File: src/rtl/bbcr_pkg.sv
// Package for the bounding box crop and rescale block.
// Holds shared payload structs, codes, the controller state type and size constants.
// No dependencies.
`default_nettype none

package bbcr_pkg;

   // Default image side and the largest side the design supports
   localparam int SIDE_DEFAULT = 28;
   localparam int SIDE_MAX     = 64;
   localparam int COORD_MAX_W  = $clog2(SIDE_MAX);

   // Request action codes
   localparam logic ACT_LOAD = 1'b0;
   localparam logic ACT_READ = 1'b1;

   // Request transaction payload
   typedef struct packed {
      logic       action;
      logic [7:0] pixel_in;
   } req_item_type;

   // Result transaction payload
   typedef struct packed {
      logic [7:0] pixel_out;
      logic       last_pixel;
   } rsp_item_type;

   // Box tracker status; coordinates are zero-extended to the widest supported side
   typedef struct packed {
      logic                   any_ink;
      logic                   load_first;
      logic [COORD_MAX_W-1:0] top;
      logic [COORD_MAX_W-1:0] bottom;
      logic [COORD_MAX_W-1:0] left;
      logic [COORD_MAX_W-1:0] right;
   } box_status_type;

   // Controller states
   typedef enum logic {
      ST_IDLE,
      ST_READ
   } state_type;

endpackage

`default_nettype wire

File: src/rtl/bbcr_box.sv
// Load position counter and bounding box tracker of nonzero pixels.
// Depends on bbcr_pkg.
`default_nettype none

module bbcr_box #(
   parameter int SIDE = bbcr_pkg::SIDE_DEFAULT,
   localparam int AREA = SIDE * SIDE,
   localparam int AW   = $clog2(AREA),
   localparam int CW   = $clog2(SIDE)
) (
   input  wire logic                    clock,
   input  wire logic                    reset,
   input  wire logic                    load_en,
   input  wire logic [7:0]              pixel,
   output      logic [AW-1:0]           load_addr,
   output      bbcr_pkg::box_status_type status
);

   logic [AW-1:0] addr_ff, addr_in;
   logic [CW-1:0] row_ff, row_in;
   logic [CW-1:0] col_ff, col_in;
   logic [CW-1:0] top_ff, top_in;
   logic [CW-1:0] bottom_ff, bottom_in;
   logic [CW-1:0] left_ff, left_in;
   logic [CW-1:0] right_ff, right_in;
   logic          ink_ff, ink_in;

   logic          first;
   logic          ink_base;
   logic [CW-1:0] top_base, bottom_base, left_base, right_base;

   assign first = (addr_ff == '0);

   // Raster position of the next load
   always_comb begin
      addr_in = addr_ff;
      row_in  = row_ff;
      col_in  = col_ff;
      if (load_en) begin
         if (addr_ff == AW'(AREA - 1)) begin
            addr_in = '0;
            row_in  = '0;
            col_in  = '0;
         end else begin
            addr_in = addr_ff + 1'b1;
            if (col_ff == CW'(SIDE - 1)) begin
               col_in = '0;
               row_in = row_ff + 1'b1;
            end else begin
               col_in = col_ff + 1'b1;
            end
         end
      end
   end

   // Box update; a load at position zero starts from an empty box
   always_comb begin
      ink_base    = first ? 1'b0 : ink_ff;
      top_base    = first ? '0 : top_ff;
      bottom_base = first ? '0 : bottom_ff;
      left_base   = first ? '0 : left_ff;
      right_base  = first ? '0 : right_ff;

      ink_in    = ink_ff;
      top_in    = top_ff;
      bottom_in = bottom_ff;
      left_in   = left_ff;
      right_in  = right_ff;
      if (load_en) begin
         ink_in    = ink_base;
         top_in    = top_base;
         bottom_in = bottom_base;
         left_in   = left_base;
         right_in  = right_base;
         if (pixel != 8'd0) begin
            ink_in = 1'b1;
            if (!ink_base) begin
               top_in    = row_ff;
               bottom_in = row_ff;
               left_in   = col_ff;
               right_in  = col_ff;
            end else begin
               if (row_ff < top_base)    top_in    = row_ff;
               if (row_ff > bottom_base) bottom_in = row_ff;
               if (col_ff < left_base)   left_in   = col_ff;
               if (col_ff > right_base)  right_in  = col_ff;
            end
         end
      end
   end

   always_ff @(posedge clock) begin
      if (reset) begin
         addr_ff   <= '0;
         row_ff    <= '0;
         col_ff    <= '0;
         top_ff    <= '0;
         bottom_ff <= '0;
         left_ff   <= '0;
         right_ff  <= '0;
         ink_ff    <= 1'b0;
      end else begin
         addr_ff   <= addr_in;
         row_ff    <= row_in;
         col_ff    <= col_in;
         top_ff    <= top_in;
         bottom_ff <= bottom_in;
         left_ff   <= left_in;
         right_ff  <= right_in;
         ink_ff    <= ink_in;
      end
   end

   assign load_addr         = addr_ff;
   assign status.any_ink    = ink_ff;
   assign status.load_first = first;
   assign status.top        = bbcr_pkg::COORD_MAX_W'(top_ff);
   assign status.bottom     = bbcr_pkg::COORD_MAX_W'(bottom_ff);
   assign status.left       = bbcr_pkg::COORD_MAX_W'(left_ff);
   assign status.right      = bbcr_pkg::COORD_MAX_W'(right_ff);

endmodule

`default_nettype wire

File: config.mk
export PLATFORM = sky130hd
export DESIGN_NAME = bbcr_box
export DESIGN_NICKNAME = d
export VERILOG_FILES = /design/src/rtl/bbcr_pkg.sv /design/src/rtl/bbcr_box.sv
export SDC_FILE = /design/constraint.sdc
export NUM_CORES = 1
export LEC_CHECK = 0
export BUFFER_PORTS_ARGS = -buffer_cell sky130_fd_sc_hd__clkbuf_2
export CAP_MARGIN = 10
export CORE_UTILIZATION = 35
export CTS_BUF_LIST = sky130_fd_sc_hd__clkbuf_2 sky130_fd_sc_hd__clkbuf_4 sky130_fd_sc_hd__clkbuf_8
export CTS_CLUSTER_DIAMETER = 30
export DETAILED_ROUTE_END_ITERATION = 6
export PLACE_DENSITY = 0.55
export SYNTH_ARGS = -nofsm -noshare
export SYNTH_HDL_FRONTEND = slang
export SYNTH_SLANG_ARGS = --single-unit
File: constraint.sdc
create_clock -name clock -period 3.05 [get_ports clock]
set_clock_uncertainty 0.1 [all_clocks]
set_input_delay 0.915 -clock clock [delete_from_list [all_inputs] [get_ports clock]]
set_output_delay 0.915 -clock clock [all_outputs]
set_load 0.02 [all_outputs]
[Word-level counts from Yosys, hierarchy flattened]
Index checks and enable logic that the tools add are counted.
Operators by class
  add/sub/neg operators: 3
  $lt $le $gt $ge: 4
  eq/ne operators: 2
  mux-type cells: 23
  reductions and logical operators: 4
Operators by type and width (count)
  $mux 5: 20
  $add 10x1->10 const B: 1
  $add 5x1->5 const B: 2
  $eq 10x10->1 const B: 1
  $gt 5x5->1: 2
  $logic_not 10->1: 1
  $lt 5x5->1: 2
  $mux 10: 1
  $reduce_bool 8->1: 1
  $eq 5x5->1 const B: 1
  $mux 1: 2
  $reduce_and 2->1: 1
  $reduce_bool 2->1: 1
Storage, ports and cells
  register bits after elaboration: 41
  input port bits: 11
  word-level logic and storage cells: 44

[Longest topological paths before layout]
  depth after elaboration: 6
  mapped depth: 12
  mapped depth without buffers: 10

[Worst setup path before layout]
No wires, ideal clock.
  kind: register -> register
  start: reg addr_ff[0] (netlist: load_addr[0])
  end: reg top_ff[0]
  arrival time: 2966 ps
  data required time: 2891 ps
  path slack: -76 ps
  cell stages (with the launch flop): 13
  buffers on the path: 2
  period minus slack after synthesis: 3126 ps
  path through: dfxtp_1 -> inv_1 -> ha_1 -> nand3_1 -> clkbuf_1 -> clkbuf_1 -> nand2_1 -> ha_1 -> and4_1 -> and4_1 -> or3_1 -> a31oi_2 -> a22o_1
On the way
  longest elaborated chain between the ends: 6
RTL lines
  from (decl): line bbcr_box.sv:19  | logic [AW-1:0] addr_ff, addr_in;
  from (signal assigned): line bbcr_box.sv:103  | addr_ff <= addr_in;
  $logic_not 10->1 *: line bbcr_box.sv:32  | assign first = (addr_ff == '0);
  $mux 5: line bbcr_box.sv:59  | top_base = first ? '0 : top_ff;
  $lt 5x5->1: line bbcr_box.sv:83  | if (row_ff < top_base) top_in = row_ff;
  $mux 5: line bbcr_box.sv:83
  $mux 5: line bbcr_box.sv:77  | if (!ink_base) begin
  $mux 5 *: line bbcr_box.sv:75  | if (pixel != 8'd0) begin
  to (signal assigned): line bbcr_box.sv:106  | top_ff <= top_in;
  to (decl): line bbcr_box.sv:22  | logic [CW-1:0] top_ff, top_in;
Every way passes the cells marked *; elsewhere a longest branch is shown, timed or not.
A chain may end at the register's enable or synchronous reset.

[Final worst setup path]
  start: reg addr_ff[0] (netlist: load_addr[0])
  end: reg top_ff[3]
The elaborated chain is that of the path after synthesis.

==> results.toml <==
[outcome]
run_status = "complete, no violations"

[synthesis]
syn-cell-area_um2 = 2220
synth_mux_area_share_pct = 0.902
synthXorXnorAreaFrac_pct = 6.32
synthCells = 239
yosysSeqAreaShare_pct = 37.0
yosys_warnings = 0
synth_top_family_by_area = "simple AND/OR/NAND/NOR gates"
ys.flop_type = "dfxtp_1"
synth_cell_types = 41
synth_edf_count = 0
yosys.area_share.simple_pct = 20.0
synth.avg_cell_area_um2 = 9.28
ys_seq_elements = 41
synth_adder_area_share_pct = 12.4
synth_compound_area_share_pct = 18.9
async_flop_share_pct = 0

[sta]
final.period_utilization_pct = 92.0
fmax_mhz = 356
whs_ns = 0.400
drv_slew = 0
finalSetupViolations = 0
rsz0062_at_grt = "no"
hold_violations = 0
post-route-min-period_ns = 2.81
tns_ns = 0

[power]
p_leak_nw = 1.10
power_density_nw_per_um2 = 408
peakVddDrop_uv = 299
report.power.total_mw = 1.05

[worst_hold_path]
holdPathEnd = "right_ff[0]"
worst_hold_startpoint = "right_ff[0]"
hp-class = "reg -> reg"
min_path_cells = 1

[floorplan]
start_util_pct = 36.8
die_h_um = 81.6
core_um2 = 6030
die_area_um2 = 6660
io_pins = 47
rows = 28
chipWidth_um = 81.6

[run]
max_cap_violations = 0

[global_routing]
antenna_found_initial = 0
grt_usage_pct = 16.1
grt_pass1_wl_um = 8260
grt_start_max_net_pins = 22
grt_pass1_vias = 1733
grt_overflow = 0

[clocking]
cts_max_path_buffers = 2
cts_root_buf = "clkbuf_8"
htreeDepth = 2
cts_buffers = 5
cts_sinks = 41
post_cts_resize_count = 0
cts_setup_buffers = 0
clkTransAtPathRegs_ns = 0.08
hold_buffers = 0
insertion_delay_ns = 0.29
cts_tree = "done"

[critical_path]
cp-end-kind = "flip-flop"
reg2reg_to = "top_ff[3]"
crit_arrival_ns = 2.94
r2r_cells = 11
cp.required_ns = 3.19
crit-reg2reg-launch = "load_addr[0]"
path_class = "reg -> reg"
slowest_delay_ns = 0.41
critical_path.startpoint = "load_addr[0]"
crit_path_max_fanout = 21
r2r_slack_ns = 0.24
path_cells = "inv_1, ha_1, nand3_1, buf_4, nand2_1, ha_1, and4_1, and4_1, or3_1, a31oi_2, a22o_1"
worstSetupStartpointType = "flip-flop"
cp_slowest_cell = "dfxtp_1"

[drt]
drt_iter0_drc = 95
via_count = 1873
drcViolationCount = 0
via_per_inst = 5.22
drt-total-wl_um = 4890
post_drt_wl_per_cell_um = 13.6
dr.pass1.iters = 4
drtAntennaViolNets = 0

[cells_and_area]
area_delta_synth_final_pct = 16.1
nets = 316
diodes = 0
fin_util_pct = 42.8
drive_above_1_share_pct = 21.5

[placed_design]
gp_congestion = 0.778
dp_hpwl_um = 3610
io_buffers = 42
## power breakdown
| group | internal (mW) | switching (mW) | total (mW) |
|---|---|---|---|
| clock | 0.168 | 0.188 | 0.356 |
| combinational | 0.0459 | 0.0897 | 0.136 |
| sequential | 0.544 | 0.0145 | 0.559 |
| total | 0.758 | 0.293 | 1.05 |
## how the worst max path moves through the flow
stage                      endpoint
final                     top_ff[3]
after global routing      top_ff[1]
after CTS                 top_ff[3]
after detailed placement  top_ff[3]
after global placement    top_ff[3]
after floorplan           top_ff[0]
## cells by family after synthesis
kind of cell / after synthesis
flip-flops: 41
multiplexers: 2
buffers and inverters: 19
other: 1
adder cells (fa/ha/maj): 22
AO/OA/AOI/OAI: 50
XOR/XNOR: 16
AND/OR/NAND/NOR: 88
## registers in the layout, summed over array words and instances, names as in the netlist
register / count
bottom_ff: 5
top_ff: 5
load_addr: 10
ink_ff: 1
col_ff: 5
right_ff: 5
row_ff: 5
left_ff: 5
## final cells by class
| class | count | area [um^2] |
|---|---|---|
| Multi-Input combinational cell | 182 | 1310 |
| Fill cell | 622 | 3450 |
| Tap cell | 75 | 93.8 |
| Inverter | 8 | 30.0 |
| Clock buffer | 6 | 76.3 |
| Sequential cell | 41 | 821 |
| Timing Repair Buffer | 45 | 233 |
| Clock inverter | 2 | 10.0 |
## layer usage
layer / part of all wire, % / vias up / GRT usage, %
met2: 45 / 44 / 24.8
met5: 0 / - / 0
met3: 4.2 / 2 / 3.33
li1: - / 953 / -
met1: 50 / 874 / 22.4
met4: 0.45 / 0 / 4.74
## synthesized netlist by cell type, types with 2 or more instances
master / n / area [um^2]
nand4_1: 7 / 43.8
inv_1: 7 / 26.3
buf_2: 2 / 10.0
and3_1: 4 / 25.0
buf_4: 6 / 45.0
a22o_1: 20 / 175
a21oi_1: 7 / 35.0
nor2_1: 23 / 86.3
a21boi_0: 2 / 15.0
and2_1: 3 / 18.8
xor2_1: 7 / 61.3
a211oi_1: 2 / 15.0
nor4_1: 3 / 18.8
nor2b_1: 3 / 18.8
dfxtp_1: 41 / 821
mux2i_1: 2 / 20.0
o21ai_2: 3 / 26.3
and4_1: 5 / 43.8
o311a_1: 3 / 30.0
ha_1: 22 / 275
xnor2_1: 9 / 78.8
nand2_1: 25 / 93.8
o21ai_0: 4 / 20.0
nand3_1: 11 / 55.1
clkbuf_1: 2 / 7.51
## through the flow
step	worst slack (ns)	cells	cell area [um^2]
finish	0.243	359	2580
global route	0.0525	359	2580
CTS	0.217	359	2580
detailed placement	0.243	351	2490
global placement	0.306	351	2490
floorplan	0.110	242	2230
## critical path: cells and delay by family, from the launching register on
family	cells	cell delay, ns
DFF	1	0.41
AOI/OAI and AO/OA	2	0.49
and+or+nand+nor	5	0.94
buffers and inverters	2	0.31
adders and majority gates	2	0.51
## placed cells by master (no fill, tap or decap), drive strengths merged, types with 4 or more instances in the layout
cell / instances
a21oi: 7
a22o: 20
and3: 4
and4: 5
clkbuf: 48
conb: 4
dfxtp: 41
ha: 22
inv: 8
nand2: 25
nand3: 11
nand4: 7
nor2: 23
nor4: 4
o21ai: 7
xnor2: 9
xor2: 7
(Power assumes the default switching activity.)
