**config.mk**
```make
export PLATFORM = sky130hd
export DESIGN_NAME = bbcr_sampler
export DESIGN_NICKNAME = d
export VERILOG_FILES = /design/src/rtl/bbcr_pkg.sv /design/src/rtl/bbcr_sampler.sv
export SDC_FILE = /design/constraint.sdc
export NUM_CORES = 1
export LEC_CHECK = 0
export BUFFER_PORTS_ARGS = -buffer_cell sky130_fd_sc_hd__buf_2
export CAP_MARGIN = 10
export CORE_ASPECT_RATIO = 1.4
export CORE_MARGIN = 10
export CORE_UTILIZATION = 27
export DETAILED_ROUTE_END_ITERATION = 16
export PLACE_DENSITY = 0.42
export SLEW_MARGIN = 25
export SYNTH_ARGS = -nofsm -noshare
export SYNTH_HDL_FRONTEND = slang
export SYNTH_SLANG_ARGS = --single-unit
export TNS_END_PERCENT = 5
```
**constraint.sdc**
```tcl
create_clock -name clock -period 6.6 [get_ports clock]
set_input_delay 1.98 -clock clock [delete_from_list [all_inputs] [get_ports clock]]
set_output_delay 1.98 -clock clock [all_outputs]
set_load 0.05 [all_outputs]
```
**src/rtl/bbcr_pkg.sv**
```systemverilog
// Package for the bounding box crop and rescale block.
// Holds shared payload structs, codes, the controller state type and size constants.
// No dependencies.
`default_nettype none

package bbcr_pkg;

   // Default image side and the largest side the design supports
   localparam int SIDE_DEFAULT = 28;
   localparam int SIDE_MAX     = 64;
   localparam int COORD_MAX_W  = $clog2(SIDE_MAX);

   // Request action codes
   localparam logic ACT_LOAD = 1'b0;
   localparam logic ACT_READ = 1'b1;

   // Request transaction payload
   typedef struct packed {
      logic       action;
      logic [7:0] pixel_in;
   } req_item_type;

   // Result transaction payload
   typedef struct packed {
      logic [7:0] pixel_out;
      logic       last_pixel;
   } rsp_item_type;

   // Box tracker status; coordinates are zero-extended to the widest supported side
   typedef struct packed {
      logic                   any_ink;
      logic                   load_first;
      logic [COORD_MAX_W-1:0] top;
      logic [COORD_MAX_W-1:0] bottom;
      logic [COORD_MAX_W-1:0] left;
      logic [COORD_MAX_W-1:0] right;
   } box_status_type;

   // Controller states
   typedef enum logic {
      ST_IDLE,
      ST_READ
   } state_type;

endpackage

`default_nettype wire

```
**src/rtl/bbcr_sampler.sv**
```systemverilog
// Four-stage source address unit: scale products, reciprocal divide by SIDE,
// quotient correction plus box offset, and the final raster address. Depends on bbcr_pkg.
`default_nettype none

module bbcr_sampler #(
   parameter int SIDE = bbcr_pkg::SIDE_DEFAULT,
   localparam int AREA = SIDE * SIDE,
   localparam int AW   = $clog2(AREA),
   localparam int CW   = $clog2(SIDE),
   localparam int HW   = $clog2(SIDE + 1)
) (
   input  wire logic                    clock,
   input  wire logic                    reset,
   input  wire logic                    in_valid,
   input  wire logic [CW-1:0]           y,
   input  wire logic [CW-1:0]           x,
   input  wire bbcr_pkg::box_status_type status,
   output      logic                    out_valid,
   output      logic [AW-1:0]           out_addr
);

   // Reciprocal of SIDE; a floor estimate is at most one below the true quotient
   localparam int     SH      = 2 * AW;
   localparam int     PW      = AW + SH;
   localparam longint RECIP_L = (longint'(1) << SH) / SIDE;
   localparam logic [SH-1:0] RECIP = SH'(RECIP_L);

   logic [CW-1:0] top, bottom, left, right;
   logic [HW-1:0] height, width;

   logic          s1_valid_ff, s2_valid_ff, s3_valid_ff, s4_valid_ff;
   logic [AW-1:0] py1_ff, px1_ff, py2_ff, px2_ff;
   logic [CW-1:0] top1_ff, left1_ff, top2_ff, left2_ff;
   logic [CW-1:0] qy2_ff, qx2_ff;
   logic [CW-1:0] sr3_ff, sc3_ff;
   logic [AW-1:0] addr4_ff;

   logic [PW-1:0] prod_y, prod_x;
   logic [AW-1:0] rem_y, rem_x;
   logic [CW-1:0] qy, qx;

   assign top    = CW'(status.top);
   assign bottom = CW'(status.bottom);
   assign left   = CW'(status.left);
   assign right  = CW'(status.right);
   assign height = HW'(bottom) - HW'(top) + 1'b1;
   assign width  = HW'(right) - HW'(left) + 1'b1;

   // Valid pipeline
   always_ff @(posedge clock) begin
      if (reset) begin
         s1_valid_ff <= 1'b0;
         s2_valid_ff <= 1'b0;
         s3_valid_ff <= 1'b0;
         s4_valid_ff <= 1'b0;
      end else begin
         s1_valid_ff <= in_valid;
         s2_valid_ff <= s1_valid_ff;
         s3_valid_ff <= s2_valid_ff;
         s4_valid_ff <= s3_valid_ff;
      end
   end

   // Stage 1: position times box extent
   always_ff @(posedge clock) begin
      py1_ff   <= AW'(AW'(y) * AW'(height));
      px1_ff   <= AW'(AW'(x) * AW'(width));
      top1_ff  <= top;
      left1_ff <= left;
   end

   // Stage 2: quotient estimate by reciprocal multiply
   assign prod_y = PW'(py1_ff) * PW'(RECIP);
   assign prod_x = PW'(px1_ff) * PW'(RECIP);

   always_ff @(posedge clock) begin
      py2_ff   <= py1_ff;
      px2_ff   <= px1_ff;
      qy2_ff   <= prod_y[SH +: CW];
      qx2_ff   <= prod_x[SH +: CW];
      top2_ff  <= top1_ff;
      left2_ff <= left1_ff;
   end

   // Stage 3: one correction step, then offset into the box
   assign rem_y = py2_ff - AW'(AW'(qy2_ff) * AW'(SIDE));
   assign rem_x = px2_ff - AW'(AW'(qx2_ff) * AW'(SIDE));
   assign qy    = qy2_ff + CW'(rem_y >= AW'(SIDE));
   assign qx    = qx2_ff + CW'(rem_x >= AW'(SIDE));

   always_ff @(posedge clock) begin
      sr3_ff <= qy + top2_ff;
      sc3_ff <= qx + left2_ff;
   end

   // Stage 4: raster address of the source pixel
   always_ff @(posedge clock) begin
      addr4_ff <= AW'(AW'(sr3_ff) * AW'(SIDE)) + AW'(sc3_ff);
   end

   assign out_valid = s4_valid_ff;
   assign out_addr  = addr4_ff;

endmodule

`default_nettype wire

```
### Word-level counts from Yosys, hierarchy flattened

Cells that the tools add are included.
W data, S select, Z words.

| word-level totals | value |
|---|---|
| flip-flop bits (word level) | 94 |
| input bits | 39 |
| output and inout port bits | 11 |

| operators by class | value |
|---|---|
| $mul | 7 |
| add/sub/neg operators | 11 |
| magnitude comparators | 2 |

Operators with widths:

| cell | count |
|---|---|
| $mul A10 B16 Y25 const B | 2 |
| $mul A5 B3 Y8 const B | 3 |
| $ge A10 B5 Y1 const B | 2 |
| $mul A5 B5 Y10 | 2 |
| $sub A10 B10 Y10 | 2 |
| $add A10 B5 Y10 | 1 |
| $add A5 B1 Y5 | 2 |
| $add A5 B1 Y5 const B | 2 |
| $add A5 B5 Y5 | 2 |
| $sub A5 B5 Y5 | 2 |

### Depth between registers and ports, before layout

Gate-level depths: netlist of the first run.

| logic depth | value |
|---|---|
| word-level depth | 5 |
| depth in mapped cells | 20 |
| depth with buffers taken out | 20 |

### Worst setup path before layout of the first run

No wires, ideal clock.

| timing | value |
|---|---|
| path kind | in2reg |
| from | input port status[8] (netlist bit) |
| to | register px1_ff[9] |
| setup time | 0.118 ns |
| data required time | 6.482 ns |
| path slack | 0.461 ns |
| data arrival time | 6.021 ns |
| buffers on the path | 0 |
| stages | 17 |
| cell sequence | inv_1 > ha_1 > ha_1 > a21o_1 > a21oi_1 > xnor2_1 > nand2_1 > fa_1 > fa_1 > fa_1 > inv_1 > ha_1 > a21oi_1 > nor2b_1 > o21a_1 > o41a_1 > xor2_1 |

| between the ends | value |
|---|---|
| word-level cells in the longest chain between the ends | 3 |

RTL lines:

| item | line | RTL |
|---|---|---|
| start, declared | bbcr_sampler.sv:17 | `input wire bbcr_pkg::box_status_type status,` |
| $sub A5 B5 Y5 | bbcr_sampler.sv:47 | `assign width = HW'(right) - HW'(left) + 1'b1;` |
| $add A5 B1 Y5 | bbcr_sampler.sv:47 |  |
| $mul A5 B5 Y10 | bbcr_sampler.sv:67 | `px1_ff <= AW'(AW'(x) * AW'(width));` |
| end signal, assigned | bbcr_sampler.sv:67 |  |
| end, declared | bbcr_sampler.sv:32 | `logic [AW-1:0] py1_ff, px1_ff, py2_ff, px2_ff;` |

Every way passes these cells.
A chain may end at the register's enable or synchronous reset.

### Worst setup path in the final report of the first run

| timing | value |
|---|---|
| from | input port status[7] (netlist bit) |
| to | register px1_ff[9] |

The elaborated chain is that of the path after synthesis.

==> results of run 1 <==
## synth_stat cells (3+ instances only)
cell type and instances:
ha_1 186, inv_1 129, dfxtp_1 90, fa_1 54, nand2_1 39, xnor2_1 36
a21oi_1 30, nor2_1 28, and2_1 26, a21o_1 23, xor2_1 22, o21ai_0 14
nor2b_1 11, nor3_1 8, o21a_1 8, nand3_1 6, a211oi_1 5, a31oi_1 5
o211ai_1 5, o31ai_1 5, o21bai_1 3, or4b_1 3
## metrics by stage
step	util (%)	worst slack [ps]	area, um^2	std cells	hold WS, ps
finish	31.0	489	8780	1214	329
global route	31.0	198	8770	1212	337
CTS	31.0	463	8770	1212	330
detailed placement	29.8	111	8440	1196	312
global placement	29.8	87.9	8440	1196	312
floorplan	-	461	7730	774	310
## final timing paths
kind	slack (ps)	to	start	cells past startpoint
worst min-delay path	330	out_addr[0]	sc3_ff[0]	0
worst min register to register	330	out_addr[0]	sc3_ff[0]	0
worst max register to register	1790	sc3_ff[4]	qx2_ff[2]	19
worst max-delay path	490	px1_ff[9]	status[7]	17
## logic make-up (layout without fill, tap and decap cells)
group | count (synthesis) | in the layout | share of synthesized area (%)
adders and majority gates | 240 | 240 | 44.1
and+or+nand+nor | 135 | 135 | 8.92
buffers and inverters | 129 | 192 | 6.27
AOI/OAI and AO/OA | 120 | 120 | 10.6
DFF | 90 | 90 | 23.3
xor gates and xnor gates | 58 | 58 | 6.57
muxes | 2 | 2 | 0.259
other | 0 | 2 | 0
## layout make-up
cell class	instances	area, um^2	share of cell area, %
Inverter	129	484	5.52
Timing Repair Buffer	47	245	2.79
Clock inverter	7	105	1.20
Clock buffer	9	225	2.57
Sequential cell	90	1800	20.5
Tap cell	375	469	5.35
Antenna cell	2	5.00	0.0570
Multi-Input combinational cell	555	5440	62.0
## per-layer routing
| metal | global-route usage [%] | wire length, um | vias to the layer above | part of all wire, % |
|---|---|---|---|---|
| met1 | 9.50 | 6250 | 2480 | 40 |
| met2 | 17.2 | 8100 | 62 | 52 |
| met4 | 3.37 | 252 | 6 | 1.6 |
| li1 | - | - | 2727 | - |
| met5 | 0 | 34 | - | 0.22 |
| met3 | 2.88 | 818 | 18 | 5.3 |
## layout by cell type (no fill, tap or decap), types with 3 or more instances in the layout
master / Yosys / final
nor2b_1: 11 / 11
o21a_1: 8 / 8
or4b_1: 3 / 3
dfxtp_1: 90 / 90
o31ai_1: 5 / 5
and2_1: 26 / 26
nand3_1: 6 / 6
fa_1: 54 / 54
a21o_1: 23 / 23
xnor2_1: 36 / 36
nor2_1: 28 / 28
nor3_1: 8 / 8
inv_6: 0 / 3
o211ai_1: 5 / 5
o21bai_1: 3 / 3
xor2_1: 22 / 22
ha_1: 186 / 186
buf_2: 0 / 43
inv_1: 129 / 129
a31oi_1: 5 / 5
a211oi_1: 5 / 5
o21ai_0: 14 / 14
nand2_1: 39 / 39
clkbuf_16: 0 / 9
a21oi_1: 30 / 30
buf_4: 0 / 4
## registers in the layout (all words and copies together) (netlist names)
name and flops:
qy2_ff 5, s2_valid_ff 1, px2_ff 8, s3_valid_ff 1
px1_ff 10, py2_ff 8, left1_ff 5, py1_ff 10
top1_ff 5, left2_ff 5, s1_valid_ff 1, out_valid 1
sr3_ff 5, sc3_ff 5, qx2_ff 5, top2_ff 5
out_addr 10
==> impl_metrics.json, run 1 <==
{
  "syn_area_um2": 7730,
  "grt_pass1_vias": 5773,
  "drtPass1Iterations": 6,
  "hold_viol": 0,
  "cts_hold_buf": 0,
  "vias": 5293,
  "min_path_type": "reg -> reg",
  "cp_top_family": "adder cells",
  "grt-ovfl-total": 0,
  "antenna_found_initial": 5,
  "layout.nets": 1111,
  "setup_tns_ps": 0,
  "fmax_mhz": 164,
  "die_h_um": 220,
  "finalWeightedCongestion": 0.799,
  "cts_tree": "done",
  "worstSetupEndpointType": "flip-flop",
  "grt_max_degree": 18,
  "yosysWarnings": 0,
  "cts_buffers": 9,
  "clock_latency_ps": 350,
  "dp_hpwl_mm": 13.7,
  "core_um2": 28300,
  "io_buffers": 43,
  "fill_cells": 3042,
  "startpoint_type": "input port",
  "detail-route-antenna-nets": 0,
  "grt_pass1_wl_mm": 26.6,
  "synth_flop_cell": "dfxtp_1",
  "worst_pin_slew_ps": 654,
  "grt.total_usage_pct": 9.24,
  "die_area_um2": 35900,
  "max_slew_margin_pct": 55.9,
  "vias_per_cell": 4.36,
  "cp_data_arrival_time_ps": 6360,
  "maxCapViolations": 0,
  "syn-num-nets": 1053,
  "fp.dieW_um": 163,
  "drc": 0,
  "crit_buf_inv": 3,
  "period_needed_ps": 6110,
  "yosys.area.top_type": "ha_1",
  "cts-htree-levels": 3,
  "seq_area_frac_synth_pct": 23.3,
  "rsz0062_at_grt": "no",
  "wl_per_cell_um": 12.7,
  "clkSinkCount": 90,
  "synth_edf_count": 0,
  "worst_clock_skew_ps": 8.35,
  "setup_viol": 0,
  "crit_top_cell": "fa_1",
  "io_pins": 50,
  "synth_cell_types": 50,
  "syn_avg_cell_area_um2": 9.98,
  "ys_top_cells_by_area": "ha_1, dfxtp_1, fa_1, inv_1, xnor2_1",
  "path_clk_slew_ps": 70,
  "path_max_fanout": 5,
  "cp_slowest_cell": "fa_1",
  "cts_resized": 0,
  "cp_cell_sequence": "buf_2 -> ha_1 -> inv_1 -> ha_1 -> fa_1 -> xor2_1 -> nand2_1 -> fa_1 -> fa_1 -> fa_1 -> inv_1 -> ha_1 -> a21oi_1 -> nor2b_1 -> o21a_1 -> o41a_1 -> xor2_1",
  "syn_inst": 774,
  "cts_buffer_depth": 2,
  "crit_type": "in -> reg",
  "cts-root-buf": "clkbuf_16",
  "postCtsSetupBuffers": 0,
  "layout-drive-gt1-share_pct": 8.00,
  "area_growth_syn_to_layout_pct": 13.6,
  "drtIter0Drc": 123,
  "period_share_pct": 92.6,
  "synthArstFlopShare_pct": 0,
  "status": "finished clean",
  "critPathRequiredTime_ps": 6850,
  "rows": 73,
  "start_util_pct": 27.3,
  "max_stage_delay_ps": 560,
  "synth_seq_cells": 90,
  "yosysTopAreaCellShare_pct": 30.1,
  "finalMaxSlewViolations": 0,
  "wl_mm": 15.5
}
Power of run 1 is left out: the tool's default activity adds up to more than one toggle a clock period on the data nets, which glitch-free logic cannot reach.
==> run 2, diff against run 1 <==
--- a/config.mk
+++ b/config.mk
@@ -5,13 +5,14 @@
 export SDC_FILE = /design/constraint.sdc
 export NUM_CORES = 1
 export LEC_CHECK = 0
+export ABC_AREA = 1
 export BUFFER_PORTS_ARGS = -buffer_cell sky130_fd_sc_hd__buf_2
 export CAP_MARGIN = 10
 export CORE_ASPECT_RATIO = 1.4
 export CORE_MARGIN = 10
 export CORE_UTILIZATION = 27
 export DETAILED_ROUTE_END_ITERATION = 16
-export PLACE_DENSITY = 0.42
+export PLACE_DENSITY_LB_ADDON = 0.25
 export SLEW_MARGIN = 25
 export SYNTH_ARGS = -nofsm -noshare
 export SYNTH_HDL_FRONTEND = slang
==> constraint.sdc (replaced) <==
create_clock -name clock -period 5 [get_ports clock]
set_input_delay 1.5 -clock clock [delete_from_list [all_inputs] [get_ports clock]]
set_output_delay 1.5 -clock clock [all_outputs]
set_load 0.05 [all_outputs]
==> run 2 against run 1 <==
  * Count of clock-buffer cells in the layout rose by 1
  * Largest cell class unchanged
  * Synthesized cell count rose by 47%
  * Clock skew is essentially flat
  * Routed wire length increased by 24%
  * Die area is 12% higher
  * Cell area rose by 17%
  * Utilization increased by 0.90 points
  * Global-route usage grew 0.58 points
  * Critical path depth grew 4
  * Register-to-register slack worse by 1100 ps
  * First-iteration DRC count increased by 69%
  * Final cell count grew 37%
==> impl_metrics.json, run 2 <==
{
  "status": "finished clean",
  "startpoint_type": "input port",
  "dp_hpwl_mm": 17.0,
  "n_antenna_cell": 0,
  "critPathRequiredTime_ps": 5230,
  "syn_area_um2": 8810,
  "setup_ws_ps": 148,
  "grt_max_degree": 16,
  "cts_hold_buf": 0,
  "path_clk_slew_ps": 70,
  "setup_viol": 0,
  "cp_cell_sequence": "buf_2 -> ha_4 -> inv_2 -> ha_4 -> fa_2 -> or2_4 -> nand2_4 -> inv_2 -> nand2_2 -> fa_1 -> fa_1 -> fa_1 -> inv_2 -> ha_4 -> nand3_2 -> nand2_2 -> nand2_1 -> a21oi_2 -> nor2_1 -> nand2_1 -> nand2_1",
  "clkSinkCount": 90,
  "synth_flop_cell": "dfxtp_1",
  "holdPathStages": 0,
  "ys_top_cells_by_area": "ha_1, dfxtp_1, fa_1, nand2_1, inv_1",
  "cp_data_arrival_time_ps": 5080,
  "synth_edf_count": 0,
  "place_area_um2": 9890,
  "finish.instance_area_um2": 10300,
  "drtIter0Drc": 208,
  "max_stage_delay_ps": 530,
  "synthTopCellsByCount": "nand2_1, inv_1, ha_1",
  "die_h_um": 234,
  "fill_cells": 3491,
  "core_um2": 32300,
  "synth_seq_cells": 90,
  "seq_area_frac_synth_pct": 20.5,
  "yosysWarnings": 0,
  "cts_buffer_depth": 2,
  "layout_common_cells": "nand2_1, inv_1, ha_1",
  "grt-ovfl-total": 0,
  "r2r_cells": 22,
  "syn_inst": 1136,
  "syn-num-nets": 1415,
  "crit_type": "in -> reg",
  "r2r_setup_slack_ps": 690,
  "vias_per_cell": 4.21,
  "io_buffers": 43,
  "grt_pass1_wl_mm": 32.7,
  "rsz0062_at_grt": "yes",
  "worst_pin_slew_ps": 408,
  "cp_top_family": "adder cells",
  "crit_buf_inv": 4,
  "die_area_um2": 40400,
  "detail-route-antenna-nets": 0,
  "maxCapViolations": 0,
  "grt_pass1_vias": 7238,
  "rows": 78,
  "area_growth_syn_to_layout_pct": 17.0,
  "yosys.area.top_type": "ha_1",
  "min_path_type": "reg -> reg",
  "cts_buffers": 9,
  "cts_tree": "done",
  "hold_end": "left2_ff[0]",
  "path_max_fanout": 4,
  "fp.dieW_um": 173,
  "io_pins": 50,
  "r2r-end": "sr3_ff[4]",
  "worstReg2RegStart": "qy2_ff[0]",
  "place_ws_ps": -359,
  "start_util_pct": 27.3,
  "drc": 0,
  "cts-root-buf": "clkbuf_16",
  "met2_length_mm": 10.4,
  "fmax_mhz": 206,
  "wl_per_cell_um": 11.5,
  "yosysMostFrequentCell": "nand2_1",
  "syn_avg_cell_area_um2": 7.75,
  "worstSetupEndpointType": "flip-flop",
  "worst_clock_skew_ps": 8.18,
  "layout.nets": 1500,
  "period_share_pct": 97.0,
  "hold_path.startpoint": "left1_ff[0]",
  "layout-drive-gt1-share_pct": 11.3,
  "hold_viol": 0,
  "vias": 7009,
  "grt.total_usage_pct": 9.82,
  "cp_slowest_cell": "fa_1",
  "met3_length_um": 645,
  "finalWeightedCongestion": 0.853,
  "setup_tns_ps": 0,
  "drtPass1Iterations": 4,
  "clock_latency_ps": 340,
  "wl_mm": 19.1,
  "antenna_found_initial": 3,
  "max_slew_margin_pct": 72.5,
  "cts-htree-levels": 3,
  "synth_cell_types": 26,
  "final_common_cell": "nand2_1",
  "top_layer": "met5",
  "period_needed_ps": 4850,
  "met1Wirelength_mm": 7.75,
  "finalMaxSlewViolations": 0,
  "yosysTopAreaCellShare_pct": 26.4,
  "hold_slack_ps": 328,
  "synthArstFlopShare_pct": 0
}
-- run 2: cell count changes in the layout (fill, tap and decap cells not counted), moves of 22 or more --
cell / previous run / this run
nand2_1: 39 / 259
and2_1: 26 / 0
nand4_1: 2 / 24
xnor2_1: 36 / 14
nand3_1: 6 / 68
a21oi_1: 30 / 52
inv_1: 129 / 242
buf_4: 4 / 31
nor2_1: 28 / 50
-- run 2: worst reg2reg max path: stages, from the launching register on --
cell      delay [ps]
dfxtp_1          410
fa_1             570
ha_1             180
inv_1             60
fa_1             410
inv_1             80
a21oi_1           60
o21bai_1         160
xor2_1           230
ha_1             320
nand2_1          100
inv_1             40
nand2_1           50
nand2_1           60
a21oi_1          120
nand3_1           90
nand2_1           60
nand3_1           80
fa_1             420
fa_1             420
nand3_1          100
nand2_1           60
xnor2_1          120
-- run 2: cell type report --
cell class	count	area (um^2)	area share, %
repair buffers	74	448	4.35
multi-input cells	795	6230	60.5
clock inverters	6	90.1	0.874
clock buffers	10	239	2.32
flip-flops and latches	90	1800	17.5
well taps	440	551	5.34
inverters	251	942	9.14
-- run 2: per-stage QoR --
stage	util, %	cells
after floorplan	-	1136
after global placement	30.6	1648
after detailed placement	30.6	1648
after CTS	31.6	1664
after global routing	31.9	1666
final	31.9	1666
-- run 2: how the worst max path moves through the flow --
| stage | end | slack, ps | depth (start not counted) | startpoint |
|---|---|---|---|---|
| floorplan | py1_ff[8] | -30 | 21 | status[13] |
| global placement | py1_ff[8] | -340 | 21 | status[20] |
| detailed placement | py1_ff[8] | -360 | 21 | status[20] |
| CTS | py1_ff[8] | 10 | 21 | status[20] |
| global route | py1_ff[9] | -40 | 19 | status[20] |
| finish | py1_ff[8] | 150 | 21 | status[19] |
-- run 2: kinds of logic (layout without fill, tap and decap cells) --
family                     after synthesis  in the layout  share of synthesized area [%]
AOI/OAI and AO/OA                       74             74                           4.39
buffers and inverters                  251            341                           10.7
xor gates and xnor gates                44             44                           4.46
adders and majority gates              240            240                           38.7
DFF                                     90             90                           20.5
and+or+nand+nor                        437            437                           21.3
-- run 2: timing repair --
| item | CTS | global route |
|---|---|---|
| setup buffers | 0 | 2 |
| endpoints found under the setup margin | 0 | 9 |
| gates resized for setup | 0 | 18 |
-- run 2: metal layers --
| layer | vias to the layer above | global-route usage, % |
|---|---|---|
| li1 | 3739 | - |
| met1 | 3179 | 10.1 |
| met2 | 66 | 19.5 |
| met3 | 19 | 2.29 |
| met4 | 6 | 2.38 |
| met5 | - | 0 |
Power of run 2 is left out for the same reason.
